File: config.mk
export PLATFORM = sky130hd
export DESIGN_NAME = frame_sequence_gap_counter_flat
export DESIGN_NICKNAME = d
export VERILOG_FILES = /design/src/hdl/fsgc_pkg.sv /design/src/hdl/fsgc_if.sv /design/src/hdl/frame_sequence_gap_counter.sv /design/src/hdl/fsgc_front.sv /design/src/hdl/fsgc_queue.sv /design/src/hdl/fsgc_back.sv /design/src/flat_wrapper.sv
export VERILOG_INCLUDE_DIRS = /design/src /design/src/hdl
export SDC_FILE = /design/constraint.sdc
export NUM_CORES = 1
export LEC_CHECK = 0
export ABC_AREA = 1
export BUFFER_PORTS_ARGS = -buffer_cell sky130_fd_sc_hd__buf_4
export CAP_MARGIN = 10
export CORE_AREA = 3 3 369 189
export CTS_BUF_LIST = sky130_fd_sc_hd__clkbuf_4 sky130_fd_sc_hd__clkbuf_8
export DETAILED_ROUTE_END_ITERATION = 10
export DIE_AREA = 0 0 372 192
export GPL_ROUTABILITY_DRIVEN = 0
export PLACE_DENSITY = 0.77
export RECOVER_POWER = 100
export SETUP_SLACK_MARGIN = 0.3
export SLEW_MARGIN = 20
export SYNTH_ARGS = -nofsm -noshare
export SYNTH_HDL_FRONTEND = slang
export SYNTH_HIERARCHICAL = 1
export SYNTH_SLANG_ARGS = --single-unit
File: constraint.sdc
create_clock -name clk -period 11.75 [get_ports clk]
set_clock_uncertainty 0.15 [all_clocks]
set_input_delay 1.7625 -clock clk [delete_from_list [all_inputs] [get_ports clk]]
set_output_delay 1.7625 -clock clk [all_outputs]
set_load 0.01 [all_outputs]
File: src/hdl/frame_sequence_gap_counter_defines.svh
// ---------------------------------------------------------------------------
// frame sequence gap counter assertion macros
// shared check forms used at the end of the top level
// ---------------------------------------------------------------------------
`ifndef FRAME_SEQUENCE_GAP_COUNTER_DEFINES_SVH
`define FRAME_SEQUENCE_GAP_COUNTER_DEFINES_SVH

// same-cycle implication, sampled on clk, off while rst is high
`define FSGC_ASSERT_IMPLY(label, ante, cons) \
  label: assert property (@(posedge clk) disable iff (rst) (ante) |-> (cons)) \
    else $error("fsgc: check failed");

// next-cycle implication, sampled on clk, off while rst is high
`define FSGC_ASSERT_NEXT(label, ante, cons) \
  label: assert property (@(posedge clk) disable iff (rst) (ante) |=> (cons)) \
    else $error("fsgc: check failed");

`endif

File: src/hdl/fsgc_pkg.sv
`timescale 1ns / 1ps
// ---------------------------------------------------------------------------
// fsgc_pkg
// widths, codes and word types of the frame sequence gap counter
// ---------------------------------------------------------------------------
package fsgc_pkg;

  localparam int THREAD_W  = 10;
  localparam int LEN_W     = 27;
  localparam int DAY_W     = 17;
  localparam int SEC_W     = 17;
  localparam int FRAME_W   = 24;
  localparam int MISS_W    = 13;
  localparam int COUNT_W   = 48;
  localparam int STATUS_W  = 2;

  localparam int CFG_IDX_W  = 2;
  localparam int CFG_DATA_W = 27;

  localparam int MAX_GAP = 4096;
  localparam logic [MISS_W-1:0] GAP_LIMIT = MISS_W'(MAX_GAP);

  localparam logic [SEC_W:0] SECONDS_PER_DAY = (SEC_W+1)'(86400);

  localparam logic [THREAD_W-1:0] TARGET_THREAD_RST = '0;
  localparam logic [FRAME_W-1:0]  FRAMES_PER_SEC_RST = FRAME_W'(1);
  localparam logic [LEN_W-1:0]    FRAME_BYTES_RST = LEN_W'(8032);

  localparam int QUEUE_DEPTH = 4;
  localparam int QUEUE_PTR_W = 2;
  localparam int QUEUE_CNT_W = 3;

  typedef enum logic [CFG_IDX_W-1:0] {
    CFG_TARGET_THREAD     = 2'd0,
    CFG_FRAMES_PER_SECOND = 2'd1,
    CFG_FRAME_BYTES       = 2'd2
  } cfg_index_t;

  typedef enum logic [STATUS_W-1:0] {
    ST_OK             = 2'd0,
    ST_LENGTH_CHANGED = 2'd1,
    ST_GAP_RESYNC     = 2'd2,
    ST_HALTED         = 2'd3
  } status_t;

  typedef enum logic [1:0] {
    CLS_OTHER  = 2'd0,
    CLS_TARGET = 2'd1,
    CLS_LENGTH = 2'd2,
    CLS_HALTED = 2'd3
  } frame_class_t;

  typedef struct packed {
    logic [THREAD_W-1:0] thread_id;
    logic [LEN_W-1:0]    frame_length;
    logic [DAY_W-1:0]    day_number;
    logic [SEC_W-1:0]    second_of_day;
    logic [FRAME_W-1:0]  frame_in_second;
  } in_word_t;

  typedef struct packed {
    logic                matched;
    logic [MISS_W-1:0]   missed_here;
    logic [COUNT_W-1:0]  frames_seen;
    logic [COUNT_W-1:0]  frames_lost;
    logic                second_done;
    logic [SEC_W-1:0]    second_reported;
    logic [STATUS_W-1:0] status;
  } out_word_t;

  typedef struct packed {
    logic [THREAD_W-1:0] target_thread;
    logic [FRAME_W-1:0]  frames_per_second;
    logic [LEN_W-1:0]    expected_frame_bytes;
  } cfg_t;

  // classified frame handed from front to back
  typedef struct packed {
    frame_class_t       cls;
    logic [DAY_W-1:0]   day;
    logic [SEC_W-1:0]   second;
    logic [FRAME_W-1:0] frame;
  } job_t;

  typedef struct packed {
    logic [QUEUE_CNT_W-1:0] count;
    logic                   empty;
    logic                   full;
  } queue_stat_t;

endpackage

File: src/hdl/fsgc_if.sv
`timescale 1ns / 1ps
// ---------------------------------------------------------------------------
// fsgc channel interfaces
// valid/ready channels for frame header words and result words
// ---------------------------------------------------------------------------
interface fsgc_in_if import fsgc_pkg::*; ();
  logic     valid;
  logic     ready;
  in_word_t data;

  modport source (output valid, output data, input ready);
  modport sink   (input valid, input data, output ready);
endinterface

interface fsgc_out_if import fsgc_pkg::*; ();
  logic      valid;
  logic      ready;
  out_word_t data;

  modport source (output valid, output data, input ready);
  modport sink   (input valid, input data, output ready);
endinterface

File: src/hdl/frame_sequence_gap_counter.sv
`timescale 1ns / 1ps
// ---------------------------------------------------------------------------
// frame_sequence_gap_counter
// One decoded frame header word in, one result word out. Frames of other
// threads, frames with a bad length and frames after a halt are answered
// from the idle state of the back end. For a frame of the target thread the
// back end walks the expected counter over n missing frames until its
// timestamp is reached (0 to 4096; 4096 also when the gap is too large and
// the counter resyncs), stepping it one frame per cycle. The front end
// takes a header word every cycle while the four-entry queue has room, and
// the result register lets the walk for the next target frame run while a
// result waits.
// ---------------------------------------------------------------------------
`include "frame_sequence_gap_counter_defines.svh"

module frame_sequence_gap_counter import fsgc_pkg::*; (
  input  logic                  clk,
  input  logic                  rst,
  input  logic                  cfg_write,
  input  logic [CFG_IDX_W-1:0]  cfg_index,
  input  logic [CFG_DATA_W-1:0] cfg_data,
  fsgc_in_if.sink               frame_in,
  fsgc_out_if.source            result_out
);

  cfg_t        cfg;
  job_t        push_job;
  job_t        head;
  logic        push;
  logic        pop;
  logic        halted;
  queue_stat_t q_stat;
  logic        done_word;

  always_ff @(posedge clk) begin
    if (rst) begin
      cfg.target_thread        <= TARGET_THREAD_RST;
      cfg.frames_per_second    <= FRAMES_PER_SEC_RST;
      cfg.expected_frame_bytes <= FRAME_BYTES_RST;
    end else if (cfg_write) begin
      unique case (cfg_index)
        CFG_TARGET_THREAD:     cfg.target_thread <= cfg_data[THREAD_W-1:0];
        CFG_FRAMES_PER_SECOND: cfg.frames_per_second <= cfg_data[FRAME_W-1:0];
        CFG_FRAME_BYTES:       cfg.expected_frame_bytes <= cfg_data[LEN_W-1:0];
        default: begin
        end
      endcase
    end
  end

  fsgc_front u_front (
    .clk      (clk),
    .rst      (rst),
    .frame_in (frame_in),
    .cfg      (cfg),
    .q_full   (q_stat.full),
    .push     (push),
    .job      (push_job),
    .halted   (halted)
  );

  fsgc_queue u_queue (
    .clk      (clk),
    .rst      (rst),
    .push     (push),
    .push_job (push_job),
    .pop      (pop),
    .head     (head),
    .stat     (q_stat)
  );

  fsgc_back u_back (
    .clk               (clk),
    .rst               (rst),
    .frames_per_second (cfg.frames_per_second),
    .head              (head),
    .q_empty           (q_stat.empty),
    .pop               (pop),
    .result_out        (result_out)
  );

  assign done_word = result_out.valid && result_out.data.second_done;

  // a full queue must hold off the input side
  `FSGC_ASSERT_IMPLY(a_full_blocks_input, q_stat.full, !frame_in.ready)

  // a finished second only comes with a target frame
  `FSGC_ASSERT_IMPLY(a_second_done_target, done_word, result_out.data.matched)

  // halt is sticky until reset
  `FSGC_ASSERT_NEXT(a_halt_sticky, halted, halted)

endmodule

File: src/hdl/fsgc_front.sv
`timescale 1ns / 1ps
// ---------------------------------------------------------------------------
// fsgc_front
// accepts header words, checks length and thread, owns the halt flag
// ---------------------------------------------------------------------------
module fsgc_front import fsgc_pkg::*; (
  input  logic       clk,
  input  logic       rst,
  fsgc_in_if.sink    frame_in,
  input  cfg_t       cfg,
  input  logic       q_full,
  output logic       push,
  output job_t       job,
  output logic       halted
);

  logic accept;
  logic len_bad;

  assign frame_in.ready = !q_full;
  assign accept = frame_in.valid && frame_in.ready;
  assign push = accept;
  assign len_bad = frame_in.data.frame_length != cfg.expected_frame_bytes;

  always_comb begin
    job.day    = frame_in.data.day_number;
    job.second = frame_in.data.second_of_day;
    job.frame  = frame_in.data.frame_in_second;
    if (halted) begin
      job.cls = CLS_HALTED;
    end else if (len_bad) begin
      job.cls = CLS_LENGTH;
    end else if (frame_in.data.thread_id == cfg.target_thread) begin
      job.cls = CLS_TARGET;
    end else begin
      job.cls = CLS_OTHER;
    end
  end

  // a length change halts the block until reset; later frames are classed as halted
  always_ff @(posedge clk) begin
    if (rst) begin
      halted <= 1'b0;
    end else if (accept && !halted && len_bad) begin
      halted <= 1'b1;
    end
  end

endmodule

File: src/hdl/fsgc_queue.sv
`timescale 1ns / 1ps
// ---------------------------------------------------------------------------
// fsgc_queue
// short queue of classified frames between front and back
// ---------------------------------------------------------------------------
module fsgc_queue import fsgc_pkg::*; (
  input  logic        clk,
  input  logic        rst,
  input  logic        push,
  input  job_t        push_job,
  input  logic        pop,
  output job_t        head,
  output queue_stat_t stat
);

  job_t                   slots [QUEUE_DEPTH];
  logic [QUEUE_PTR_W-1:0] wr_ptr;
  logic [QUEUE_PTR_W-1:0] rd_ptr;
  logic [QUEUE_CNT_W-1:0] count;

  assign head = slots[rd_ptr];
  assign stat.count = count;
  assign stat.empty = count == '0;
  assign stat.full  = count == QUEUE_CNT_W'(QUEUE_DEPTH);

  always_ff @(posedge clk) begin
    if (push) begin
      slots[wr_ptr] <= push_job;
    end
  end

  always_ff @(posedge clk) begin
    if (rst) begin
      wr_ptr <= '0;
      rd_ptr <= '0;
      count  <= '0;
    end else begin
      if (push) begin
        wr_ptr <= wr_ptr + 1'b1;
      end
      if (pop) begin
        rd_ptr <= rd_ptr + 1'b1;
      end
      case ({push, pop})
        2'b10:   count <= count + 1'b1;
        2'b01:   count <= count - 1'b1;
        default: count <= count;
      endcase
    end
  end

endmodule

File: src/hdl/fsgc_back.sv
`timescale 1ns / 1ps
// ---------------------------------------------------------------------------
// fsgc_back
// walks the expected frame counter, keeps totals, drives the result word
// ---------------------------------------------------------------------------
module fsgc_back import fsgc_pkg::*; (
  input  logic              clk,
  input  logic              rst,
  input  logic [FRAME_W-1:0] frames_per_second,
  input  job_t              head,
  input  logic              q_empty,
  output logic              pop,
  fsgc_out_if.source        result_out
);

  typedef enum logic [2:0] {
    S_IDLE = 3'b001,
    S_WALK = 3'b010,
    S_POST = 3'b100
  } back_state_t;

  back_state_t        state;
  logic               seeded;
  logic [DAY_W-1:0]   next_day;
  logic [SEC_W-1:0]   next_second;
  logic [FRAME_W-1:0] next_frame;
  logic [COUNT_W-1:0] read_total;
  logic [COUNT_W-1:0] lost_total;
  job_t               cur;
  logic [MISS_W-1:0]  walked;
  logic [MISS_W-1:0]  missed;
  logic               resync;
  logic               out_valid;
  out_word_t          out_data;

  logic               slot_free;
  logic [FRAME_W:0]   frame_inc;
  logic               frame_wrap;
  logic [FRAME_W-1:0] frame_step;
  logic [SEC_W:0]     sec_inc;
  logic               sec_wrap;
  logic [SEC_W-1:0]   sec_step;
  logic [DAY_W-1:0]   day_step;
  logic               hit;
  logic [COUNT_W:0]   lost_sum;
  logic [COUNT_W-1:0] lost_sat;
  logic [COUNT_W-1:0] read_sat;
  logic               emit_plain;
  logic               emit_target;
  logic               start_target;
  status_t            plain_status;

  assign slot_free = !out_valid || result_out.ready;
  assign result_out.valid = out_valid;
  assign result_out.data  = out_data;

  // one step of the expected (day, second, frame) counter
  always_comb begin
    frame_inc  = {1'b0, next_frame} + 1'b1;
    frame_wrap = frame_inc >= {1'b0, frames_per_second};
    frame_step = frame_wrap ? '0 : frame_inc[FRAME_W-1:0];
    sec_inc    = {1'b0, next_second} + 1'b1;
    sec_wrap   = sec_inc >= SECONDS_PER_DAY;
    sec_step   = sec_wrap ? '0 : sec_inc[SEC_W-1:0];
    day_step   = next_day + 1'b1;
  end

  assign hit = (next_day == cur.day) && (next_second == cur.second) &&
               (next_frame == cur.frame);

  assign lost_sum = {1'b0, lost_total} + {{(COUNT_W+1-MISS_W){1'b0}}, walked};
  assign lost_sat = lost_sum[COUNT_W] ? '1 : lost_sum[COUNT_W-1:0];
  assign read_sat = (read_total == '1) ? read_total : read_total + 1'b1;

  always_comb begin
    case (head.cls)
      CLS_LENGTH: plain_status = ST_LENGTH_CHANGED;
      CLS_HALTED: plain_status = ST_HALTED;
      default:    plain_status = ST_OK;
    endcase
  end

  assign start_target = (state == S_IDLE) && !q_empty && (head.cls == CLS_TARGET);
  assign emit_plain   = (state == S_IDLE) && !q_empty && (head.cls != CLS_TARGET) &&
                        slot_free;
  assign emit_target  = (state == S_POST) && slot_free;
  assign pop          = start_target || emit_plain;

  always_ff @(posedge clk) begin
    if (rst) begin
      state       <= S_IDLE;
      seeded      <= 1'b0;
      next_day    <= '0;
      next_second <= '0;
      next_frame  <= '0;
      read_total  <= '0;
      lost_total  <= '0;
      out_valid   <= 1'b0;
    end else begin
      if (emit_plain || emit_target) begin
        out_valid <= 1'b1;
      end else if (result_out.ready) begin
        out_valid <= 1'b0;
      end
      unique case (state)
        S_IDLE: begin
          if (start_target) begin
            cur        <= head;
            walked     <= '0;
            read_total <= read_sat;
            if (!seeded) begin
              seeded      <= 1'b1;
              next_day    <= head.day;
              next_second <= head.second;
              next_frame  <= head.frame;
            end
            state <= S_WALK;
          end
        end
        S_WALK: begin
          if (hit) begin
            missed     <= walked;
            resync     <= 1'b0;
            lost_total <= lost_sat;
            state      <= S_POST;
          end else if (walked == GAP_LIMIT) begin
            // gap too large: take the frame's own timestamp
            missed      <= '0;
            resync      <= 1'b1;
            next_day    <= cur.day;
            next_second <= cur.second;
            next_frame  <= cur.frame;
            state       <= S_POST;
          end else begin
            next_frame <= frame_step;
            if (frame_wrap) begin
              next_second <= sec_step;
              if (sec_wrap) begin
                next_day <= day_step;
              end
            end
            walked <= walked + 1'b1;
          end
        end
        S_POST: begin
          if (emit_target) begin
            next_frame <= frame_step;
            if (frame_wrap) begin
              next_second <= sec_step;
              if (sec_wrap) begin
                next_day <= day_step;
              end
            end
            state <= S_IDLE;
          end
        end
        default: begin
          state <= S_IDLE;
        end
      endcase
    end
  end

  // result word payload
  always_ff @(posedge clk) begin
    if (emit_plain) begin
      out_data.matched         <= 1'b0;
      out_data.missed_here     <= '0;
      out_data.frames_seen     <= read_total;
      out_data.frames_lost     <= lost_total;
      out_data.second_done     <= 1'b0;
      out_data.second_reported <= '0;
      out_data.status          <= plain_status;
    end else if (emit_target) begin
      out_data.matched         <= 1'b1;
      out_data.missed_here     <= missed;
      out_data.frames_seen     <= read_total;
      out_data.frames_lost     <= lost_total;
      out_data.second_done     <= frame_wrap;
      out_data.second_reported <= frame_wrap ? sec_inc[SEC_W-1:0] : '0;
      out_data.status          <= resync ? ST_GAP_RESYNC : ST_OK;
    end
  end

endmodule
File: src/flat_wrapper.sv
// flat-port wrapper written by rule: the top's interface ports become plain ports
module frame_sequence_gap_counter_flat import fsgc_pkg::*;
  (clk, rst, cfg_write, cfg_index, cfg_data, frame_in_valid, frame_in_data, frame_in_ready, result_out_valid, result_out_data, result_out_ready);
  fsgc_in_if frame_in_i ();
  fsgc_out_if result_out_i ();
  input  logic clk;
  input  logic rst;
  input  logic cfg_write;
  input  logic [CFG_IDX_W-1:0] cfg_index;
  input  logic [CFG_DATA_W-1:0] cfg_data;
  input wire logic [$bits(frame_in_i.valid)-1:0] frame_in_valid;
  input wire logic [$bits(frame_in_i.data)-1:0] frame_in_data;
  output wire logic [$bits(frame_in_i.ready)-1:0] frame_in_ready;
  output wire logic [$bits(result_out_i.valid)-1:0] result_out_valid;
  output wire logic [$bits(result_out_i.data)-1:0] result_out_data;
  input wire logic [$bits(result_out_i.ready)-1:0] result_out_ready;
  assign frame_in_i.valid = frame_in_valid;
  assign frame_in_i.data = frame_in_data;
  assign frame_in_ready = frame_in_i.ready;
  assign result_out_valid = result_out_i.valid;
  assign result_out_data = result_out_i.data;
  assign result_out_i.ready = result_out_ready;
  frame_sequence_gap_counter u_core (.clk(clk), .rst(rst), .cfg_write(cfg_write), .cfg_index(cfg_index), .cfg_data(cfg_data), .frame_in(frame_in_i), .result_out(result_out_i));
endmodule
### Yosys cells after proc, flatten, opt, wreduce, memory -nomap -nowiden

Memory sizes are Yosys's and may differ from the RTL's. A register that Yosys moved wholly into a read port is not among the register bits.
Index checks and enable logic that the tools add are counted.

* bitwise logic cells: 2
* reduce and logical (&&, ||, !) cells: 36
* order comparisons: 2
* add/subtract/negate cells: 10
* muxes and demuxes: 51
* equality and inequality tests: 25

Operator list (number)
* 17-bit two-way mux: 15
* 116-bit two-way mux: 2
* 24-bit two-way mux: 6
* 17-bit one-hot mux with 3 select lines: 2
* 24-bit one-hot mux with 3 select lines: 1
* 13-bit two-way mux: 5
* 48-bit by 13-bit adder with 49-bit output: 1
* 48-bit by 1-bit adder with 48-bit output (second input constant): 1
* 48-bit == test (second input constant): 1
* 48-bit two-way mux: 1
* 17-bit == test: 2
* 27-bit inequality test: 1
* 13-bit one-hot mux with 2 select lines: 1
* 24-bit by 1-bit adder with 25-bit output (second input constant): 1
* 25-bit by 24-bit greater-or-equal comparator with 1-bit output: 1
* 24-bit == test: 1
* 17-bit by 1-bit adder with 18-bit output (second input constant): 1
* 18-bit by 17-bit greater-or-equal comparator with 1-bit output (second input constant): 1
* 17-bit by 1-bit adder with 17-bit output (second input constant): 1
* 13-bit by 1-bit adder with 13-bit output (second input constant): 1
* 13-bit == test (second input constant): 1
* 3-bit two-way mux: 4
* 3-bit AND reduction: 4
* 10-bit == test: 1
* other kinds (26): 70

* output and inout bits: 132
* memories: 1
* bits of input ports: 129
* memory bits (writable): 240
* word-level logic and storage cells: 155
* flip-flop bits (word level): 443

Memories
* u_core.u_queue.slots: depth 4, bits a word 60, rd ports 1, clocked after Yosys merged registers in 1, write ports 1, line fsgc_queue.sv:16 `job_t slots [QUEUE_DEPTH];`

### Longest topological paths before layout

Gate-level depths: netlist of run 1.

* word-level depth: 8
* depth in mapped cells: 24

### Hierarchy

Netlist of run 1, hierarchy kept.

Modules (own cells, without submodules)
* fsgc_back: times used 1, area each 20253.2 um^2, cells an instance 2631, seq. area each 9318.9 um^2
* fsgc_queue: times used 1, area each 9452.8 um^2, cells an instance 638, seq. area each 7387.1 um^2
* frame_sequence_gap_counter: times used 1, area each 2573.7 um^2, cells an instance 378, seq. area each 1221.2 um^2
* fsgc_front: times used 1, area each 1021.0 um^2, cells an instance 167, seq. area each 20.0 um^2

### Least setup slack after synthesis of run 1

Ideal clock, no wire load.

* kind: input to register
* from: input rst
* to: register u_core/u_back/cur[0] in the netlist's numbering (enable)
* data required time: 11126 ps
* stages on the path: 3
* data arrival time: 4584 ps
* path buffers: 2
* setup time: 474 ps
* setup slack: 6542 ps
* cell sequence: clkbuf_1 > clkbuf_1 > nor2_1

* cells in the longest elaborated chain, start to end: 2

RTL lines
* from (decl): line flat_wrapper.sv:7 `input logic rst;`
* 1-bit NOT (no source line)
* 3-bit AND reduction (no source line)
* to (signal assigned): line fsgc_back.sv:108 `cur <= head;`
* to (decl): line fsgc_back.sv:29 `job_t cur;`

Every way passes these cells.
A chain may end at the register's enable or synchronous reset.

==> qor.csv, run 1 <==
stage,metric,value,unit
detailed_routing,avgRoutedWirePerCell,17.15,µm
flow_run,drv_cap,11,
logic_synthesis,synthTopCellsByArea,"edfxtp_1 (38%), dfxtp_1 (16%), nand2_1 (8.2%)",
die,rows,67,
placed_design,io_buffers,260,
cells_and_area,areaGrowthSynthToFinish,10.03,%
detailed_routing,drt-pass1-iter-count,6,
detailed_routing,drcViolationCount,0,
clocking,cts_tree,yes,
outcome,status,finished with violations,
global_routing,overflow,0,
logic_synthesis,avgSynthCellArea,8.731,µm²
pwr,pwr_density_cell,200.7,nW/µm²
clocking,cts.hold.buffers_added,0,
clocking,clock_latency,750,ps
logic_synthesis,synth_edf_count,423,
logic_synthesis,synth-seq-cells,685,
global_routing,antenna_found_initial,7,
logic_synthesis,synth_top_area_share,38.14,%
clocking,cts_setup_buffers,0,
logic_synthesis,syn-num-nets,3993,
die,die_w,372,µm
global_routing,grt_usage,23.44,%
worst_setup_path,slowest_stage,clkbuf_1,
global_routing,grt_busiest_layer,met2,
detailed_routing,drt.antenna.violating_nets,0,
outcome,violations,"max-capacitance violations, max-slew violations",
detailed_routing,routed_wl,85340,µm
placed_design,hpwl,58070,µm
detailed_routing,drt_iter0_drc,2498,
logic_synthesis,yosys.area.top_type,edfxtp_1,
logic_synthesis,ys_seq_area_share,53.89,%
sta,setup-violations-final,0,
global_routing,grt_max_degree,95,
sta,maxSlewHeadroom,-174.9,%
worst_setup_path,cp.arrival,8100,ps
sta,hold_viol,0,
sta,max_freq,0.1309,GHz
cells_and_area,fillers,5994,
worst_setup_path,critPathKind,flop to flop,
logic_synthesis,yosys_warnings,6,
pwr,ir_drop,0.1837,mV
global_routing,use_met2,38.38,%
logic_synthesis,syn_area,33300,µm²
logic_synthesis,synth.most_common_cell,nand2_1,
worst_setup_path,max_stage_delay,2030,ps
global_routing,use_met1,31.29,%
sta,worst_pin_slew,4123,ps
global_routing,first_global_vias,25710,
placed_design,post-place-ws,6935,ps
worst_setup_path,end_kind,flop,
logic_synthesis,synth_cell_types,61,
sta,layout_worst_path_cycle_share,65.00,%
clocking,cts_made_buffers,98,
worst_setup_path,cp_data_required_time,12210,ps
logic_synthesis,synth_cells,3814,
cells_and_area,layout-drive-gt1-share,8.438,%
logic_synthesis,ys_dominant_reg_cell,edfxtp_1,
sta,period_minus_slack,7637,ps
die,core_area,66650,µm²
global_routing,use_met3,4.079,%
min_path,holdCritPathClass,flop to flop,
detailed_routing,via_per_inst,5.415,
cells_and_area,nets,4171,
die,die_y,192,µm
global_routing,grt_pass1_wl,134600,µm
die,die_area,71420,µm²
clocking,clockBufferDepth,3,
clocking,cts_resized,0,
die,num_io_pins,261,
logic_synthesis,synthTopCellsByCount,"nand2_1 (729), nor2_1 (543), edfxtp_1 (423), inv_1 (421), dfxtp_1 (262)",
sta,setup_ws,4113,ps
clocking,clkSinkCount,685,
clocking,htree_levels,3,
sta,finalMaxSlewViolations,606,
worst_setup_path,path_cells,"clkbuf_1, inv_1, clkbuf_1, o21ai_0, o22ai_1, nor2_1, inv_1, nand2_1, inv_1, nor2_1, inv_4, buf_4, o21ai_0, inv_1",
pwr,p_leak,13.36,nW
sta,rsz0062_at_grt,false,
clocking,root_buffer,clkbuf_8,
die,start_util,49.97,%
sta,fin_setup_tns,0,ps
worst_setup_path,start_kind,flop,
logic_synthesis,async_flop_share,0,%
detailed_routing,vias,26950,
worst_setup_path,cp_common_cell,inv_1,
worst_setup_path,worstPathMaxFanout,72,
clocking,clk_pin_slew,60,ps
placed cells by master (no fill, tap or decap), types with 11 or more instances in the layout:
| cell | instances |
|---|---|
| clkbuf_8 | 108 |
| nor2_2 | 33 |
| dfxtp_1 | 261 |
| clkinv_2 | 12 |
| ha_1 | 48 |
| inv_1 | 417 |
| a41oi_1 | 21 |
| o22ai_1 | 53 |
| nor3_1 | 74 |
| xor2_1 | 64 |
| clkinv_1 | 23 |
| nand3_1 | 173 |
| buf_4 | 76 |
| a211oi_1 | 25 |
| nor4_1 | 27 |
| a21oi_1 | 172 |
| nand2_2 | 18 |
| clkbuf_1 | 202 |
| o21ai_0 | 283 |
| or2_2 | 11 |
| clkbuf_4 | 40 |
| a22oi_1 | 13 |
| edfxtp_1 | 423 |
| nand2_1 | 730 |
| xnor2_1 | 53 |
| nor2_1 | 539 |
| nand4_1 | 72 |
worst max-delay path, delay by kind of cell (launching register included):
family                 cells  cell delay (ps)
buffers and inverters      8             4070
and+or+nand+nor            3             2020
AOI/OAI and AO/OA          3              770
DFF                        1              300
final cells by class:
type / instances / area (µm²) / area share [%]
inverters: 430 / 1624 / 4.432
flip-flops and latches: 685 / 17950 / 48.99
diodes: 3 / 7.507 / 0.02049
clock inverters: 39 / 332.8 / 0.9083
repair buffers: 280 / 1344 / 3.667
clock buffers: 146 / 1772 / 4.835
multi-input cells: 2497 / 12490 / 34.08
well taps: 897 / 1122 / 3.063
per-stage QoR:
| step | instances | util (%) | hold WS (ps) | power [W] | area (µm²) |
|---|---|---|---|---|---|
| final | 4977 | 54.98 | 307.1 | 0.007355 | 36640 |
| after global routing | 4977 | 54.98 | 326.5 | 0.007761 | 36640 |
| after CTS | 4974 | 56.17 | 305.4 | 0.007548 | 37440 |
| after detailed placement | 4789 | 53.02 | 297.3 | 0.005547 | 35330 |
| after global placement | 4789 | 53.01 | 284.8 | 0.005474 | 35330 |
| after floorplan | 3814 | - | 261.6 | 0.004754 | 33300 |
sequential cells by signal, summed over array words and instances (netlist names), 3 cells and up, named ones only:
signal,flops
u_core/cfg,61
u_core/u_back/read_total,48
u_core/u_queue/count,3
u_core/u_back/next_frame,24
u_core/u_back/next_day,17
u_core/u_back/cur,58
u_core/u_back/missed,13
u_core/u_back/walked,13
u_core/u_queue/slots,240
u_core/u_back/lost_total,48
u_core/u_back/state,3
u_core/u_back/result_out.data,130
u_core/u_back/next_second,17
power breakdown:
| part | internal [W] | leakage [nW] | switching, W |
|---|---|---|---|
| clock | 0.00107 | 1.12 | 0.000941 |
| combinational | 0.000542 | 6.18 | 0.00151 |
| sequential | 0.00308 | 6.06 | 0.000225 |
worst paths after layout:
kind | from | endpoint | slack (ps) | cells after the start
worst max register to register | flop | u_core/u_back/result_out.valid$_SDFFE_PP0P_ | 4110 | 14
worst min register to register | u_core/u_back/read_total[30]$_SDFFE_PP0P_ | u_core/u_back/read_total[30]$_SDFFE_PP0P_ | 310 | 1
worst max-delay path | flop | u_core/u_back/result_out.valid$_SDFFE_PP0P_ | 4110 | 14
worst min-delay path | u_core/u_back/read_total[30]$_SDFFE_PP0P_ | u_core/u_back/read_total[30]$_SDFFE_PP0P_ | 310 | 1
kinds of logic after synthesis:
logic type	share of synthesized area [%]
AND/OR/NAND/NOR	22.08
XOR/XNOR	3.077
AO/OA/AOI/OAI	10.47
flip-flops	53.89
buffers and inverters	8.559
adder cells (fa/ha/maj)	1.924
metal layers:
| metal | vias up | wire length, µm |
|---|---|---|
| li1 | 13070 | - |
| met1 | 12690 | 37190 |
| met2 | 1008 | 39780 |
| met3 | 178 | 5702 |
| met4 | 8 | 2614 |
| met5 | - | 54 |
No activity file was read; power rests on OpenSTA's default activity.
==> inputs of run 2 (changes only) <==
--- a/config.mk
+++ b/config.mk
@@ -14,7 +14,7 @@
 export DETAILED_ROUTE_END_ITERATION = 10
 export DIE_AREA = 0 0 372 192
 export GPL_ROUTABILITY_DRIVEN = 0
-export PLACE_DENSITY = 0.77
+export PLACE_DENSITY = 0.8
 export RECOVER_POWER = 100
 export SETUP_SLACK_MARGIN = 0.3
 export SLEW_MARGIN = 20
==> constraint.sdc (replaced) <==
create_clock -name clk -period 6.15 [get_ports clk]
set_clock_uncertainty 0.15 [all_clocks]
set_input_delay 0.9225 -clock clk [delete_from_list [all_inputs] [get_ports clk]]
set_output_delay 0.9225 -clock clk [all_outputs]
set_load 0.01 [all_outputs]
==> run 2 against run 1 <==
The run still ends with max-capacitance violations, max-slew violations left. Count of clock-buffer cells in the layout is 9 lower. Worst hold slack got worse by 31 ps. Design area grew 0.17%. Clock power grew 97%. Via count increased by 1.7%. Global-route usage barely moved. Die area stayed put. Critical path depth increased by 7. Fmax increased by 53%. Total power up 93%. Highest routed layer unchanged.
==> qor.csv, run 2 (synthesis results as in run 1) <==
stage,metric,value,unit,change
global_routing,grt_usage,23.48,%,+0.045 points
clocking,htree_levels,3,,unchanged
detailed_routing,via_per_inst,5.499,,+1.6%
worst_setup_path,worstReg2RegEnd,u_core/u_back/next_second[16]$_SDFFE_PP0P_,,
detailed_routing,routed_wl,86360,µm,+1.2%
global_routing,antenna_found_initial,5,,-2
detailed_routing,vias,27420,,+1.7%
sta,fin_setup_tns,0,ps,unchanged
sta,period_minus_slack,4992,ps,-2645 ps
pwr,p_leak,13.43,nW,+0.55%
worst_setup_path,max_stage_delay,910,ps,-1120 ps
cells_and_area,areaGrowthSynthToFinish,10.22,%,
cells_and_area,final_cell_mix,"nand2_1 (732), nor2_1 (542), edfxtp_1 (423)",,
worst_setup_path,start_kind,flop,,
worst_setup_path,worstPathMaxFanout,36,,-50%
clocking,clkSinkCount,685,,unchanged
clocking,cts_tree,yes,,
flow_run,drv_cap,10,,-1
global_routing,grt_max_degree,89,,-6.3%
sta,layout_worst_path_cycle_share,81.17,%,+16 points
worst_setup_path,end_kind,flop,,
pwr,power.switching,0.005118,W,+92%
min_path,holdPathEnd,u_core/cfg[14]$_SDFFE_PP0P_,,
placed_design,hpwl,59480,µm,+2.4%
worst_setup_path,critPathKind,flop to flop,,
pwr,pwr_density_cell,386.5,nW/µm²,+93%
worst_setup_path,slowest_stage,clkbuf_1,,
cells_and_area,multi_input_area,12430,µm²,-0.46%
clocking,clk_pin_slew,70,ps,about the same
sta,hold_viol,0,,unchanged
pwr,clockPowerShare,27.9,%,+0.6 points
min_path,holdCritPathClass,primary input to flop,,
pwr,finalPower,0.01419,W,+93%
die,rows,67,,unchanged
detailed_routing,drcViolationCount,0,,unchanged
min_path,hold_start,cfg_data[14],,
pwr,internal-power,0.009069,W,+94%
die,die_area,71420,µm²,unchanged
outcome,violations,"max-capacitance violations, max-slew violations",,
detailed_routing,drt-pass1-iter-count,6,,unchanged
worst_setup_path,cp_data_required_time,6660,ps,-5550 ps
clocking,cts.hold.buffers_added,0,,unchanged
die,num_io_pins,261,,unchanged
cells_and_area,final_common_cell,nand2_1,,
cells_and_area,layout-drive-gt1-share,8.325,%,-0.11 points
clocking,clockBufferDepth,3,,unchanged
outcome,status,finished with violations,,
die,die_w,372,µm,unchanged
clocking,root_buffer,clkbuf_8,,
global_routing,first_global_vias,25780,,+0.29%
cells_and_area,fillers,5862,,-2.2%
detailed_routing,drt.antenna.violating_nets,0,,unchanged
clocking,cts_resized,0,,unchanged
pwr,power_frac_seq,44.3,%,-0.6 points
clocking,cts_made_buffers,100,,+2.0%
pwr,swShare,36.07,%,-0.26 points
detailed_routing,drt_iter0_drc,2998,,+20%
pwr,ir_drop,0.4619,mV,+150%
sta,finalMaxSlewViolations,495,,-18%
sta,maxSlewHeadroom,-81.49,%,+93 points
worst_setup_path,crit_buf_inv,2,,-6
cells_and_area,nets,4182,,+0.26%
cells_and_area,seq_area,17950,µm²,unchanged
cells_and_area,largest_reg_flops,240,,unchanged
global_routing,overflow,0,,unchanged
worst_setup_path,cp_common_cell,nor2_1,,
placed_design,io_buffers,260,,unchanged
worst_setup_path,path_delay_family,simple AND/OR/NAND/NOR gates,,
worst_setup_path,reg2regPathDepth,21,,+7
worst_setup_path,reg2reg_from,u_core/u_back/next_frame[0]$_SDFFE_PP0P_,,
worst_setup_path,ff2ff_setup_slack,1160,ps,-2950 ps
sta,max_freq,0.2003,GHz,+53%
pwr,p_comb_share,27.8,%,about the same
cells_and_area,top_register,u_core/u_queue/slots,,
clocking,clock_latency,730,ps,-20 ps
die,die_y,192,µm,unchanged
global_routing,grt_pass1_wl,135100,µm,+0.34%
sta,rsz0062_at_grt,false,,
die,core_area,66650,µm²,unchanged
worst_setup_path,path_cells,"ha_1, nand3_1, nor2_1, nand2_1, nor3_1, nand3_1, nor2_1, xor2_1, ha_1, nand2_1, nor2_1, and3_1, a21oi_1, nand4_2, buf_4, nor2_1, clkbuf_1, nor2_1, o21ai_0, nand2_1, a21oi_1",,
min_path,min_path_cells,3,,+2
die,start_util,49.97,%,unchanged
detailed_routing,avgRoutedWirePerCell,17.32,µm,+1.0%
worst_setup_path,cp.arrival,5500,ps,-2600 ps
sta,worst_pin_slew,2722,ps,-1401 ps
clocking,cts_setup_buffers,0,,unchanged
sta,setup-violations-final,0,,unchanged
==> run 2: changes by cell type in the layout (fill, tap and decap cells not counted), sizes merged <==
cell | before | now
clkinv | 38 | 36
clkbuf | 350 | 343
buf | 76 | 83
bufinv | 4 | 8
diode | 3 | 4
inv | 426 | 431
==> run 2: layout make-up <==
type | instances | share of cell area, %
antenna | 4 | 0.02727
timing repair buffer | 289 | 3.811
clock inverter | 46 | 1.210
tap | 897 | 3.058
multi-input combinational | 2497 | 33.87
clock buffer | 137 | 4.694
inverter | 430 | 4.425
sequential | 685 | 48.91
==> run 2: metrics by stage <==
stage | setup slack [ps] | cells | hold WS [ps] | area (µm²) | utilization [%]
finish | 1158 | 4985 | 276.0 | 36700 | 55.07
global route | 757.0 | 4983 | 244.5 | 36700 | 55.07
CTS | 1902 | 4981 | 183.3 | 37560 | 56.37
detailed placement | 1979 | 4798 | 296.3 | 35400 | 53.11
global placement | 2105 | 4798 | 286.1 | 35400 | 53.11
floorplan | 1782 | 3814 | 261.6 | 33300 | -
==> run 2: worst max path at each step <==
stage	startpoint	to	slack, ps	depth (start not counted)
floorplan	rst	u_core/u_back/cur[0]$_DFFE_PP_	1780	3
global route	u_core/u_back/next_frame[0]$_SDFFE_PP0P_	u_core/u_back/next_second[16]$_SDFFE_PP0P_	760	21
detailed placement	flop	u_core/u_back/next_frame[18]$_SDFFE_PP0P_	1980	15
global placement	flop	u_core/u_back/next_second[16]$_SDFFE_PP0P_	2110	16
finish	u_core/u_back/next_frame[0]$_SDFFE_PP0P_	u_core/u_back/next_second[16]$_SDFFE_PP0P_	1160	21
CTS	flop	u_core/u_back/next_frame[18]$_SDFFE_PP0P_	1900	15
==> run 2: layer usage <==
| layer | up-vias | part of all wire [%] | GRT usage [%] |
|---|---|---|---|
| li1 | 13090 | - | - |
| met1 | 12840 | 42 | 31.02 |
| met2 | 1259 | 46 | 38.29 |
| met3 | 221 | 8.3 | 4.736 |
| met4 | 6 | 3.4 | 8.838 |
| met5 | - | 0.051 | 0 |
==> run 2: power groups by stage <==
stage | sequential [W] | combinational [W] | clock [W]
floorplan | 0.00647 | 0.00261 | 0
global placement | 0.00634 | 0.00414 | 0
detailed placement | 0.00636 | 0.00427 | 0
CTS | 0.00627 | 0.00429 | 0.00403
global route | 0.00635 | 0.00438 | 0.00423
finish | 0.00628 | 0.00395 | 0.00396
==> run 2: tightest hold or removal path, stage by stage <==
cell	delay, ps
buf_4	80
nor2_1	30
nor2_1	80
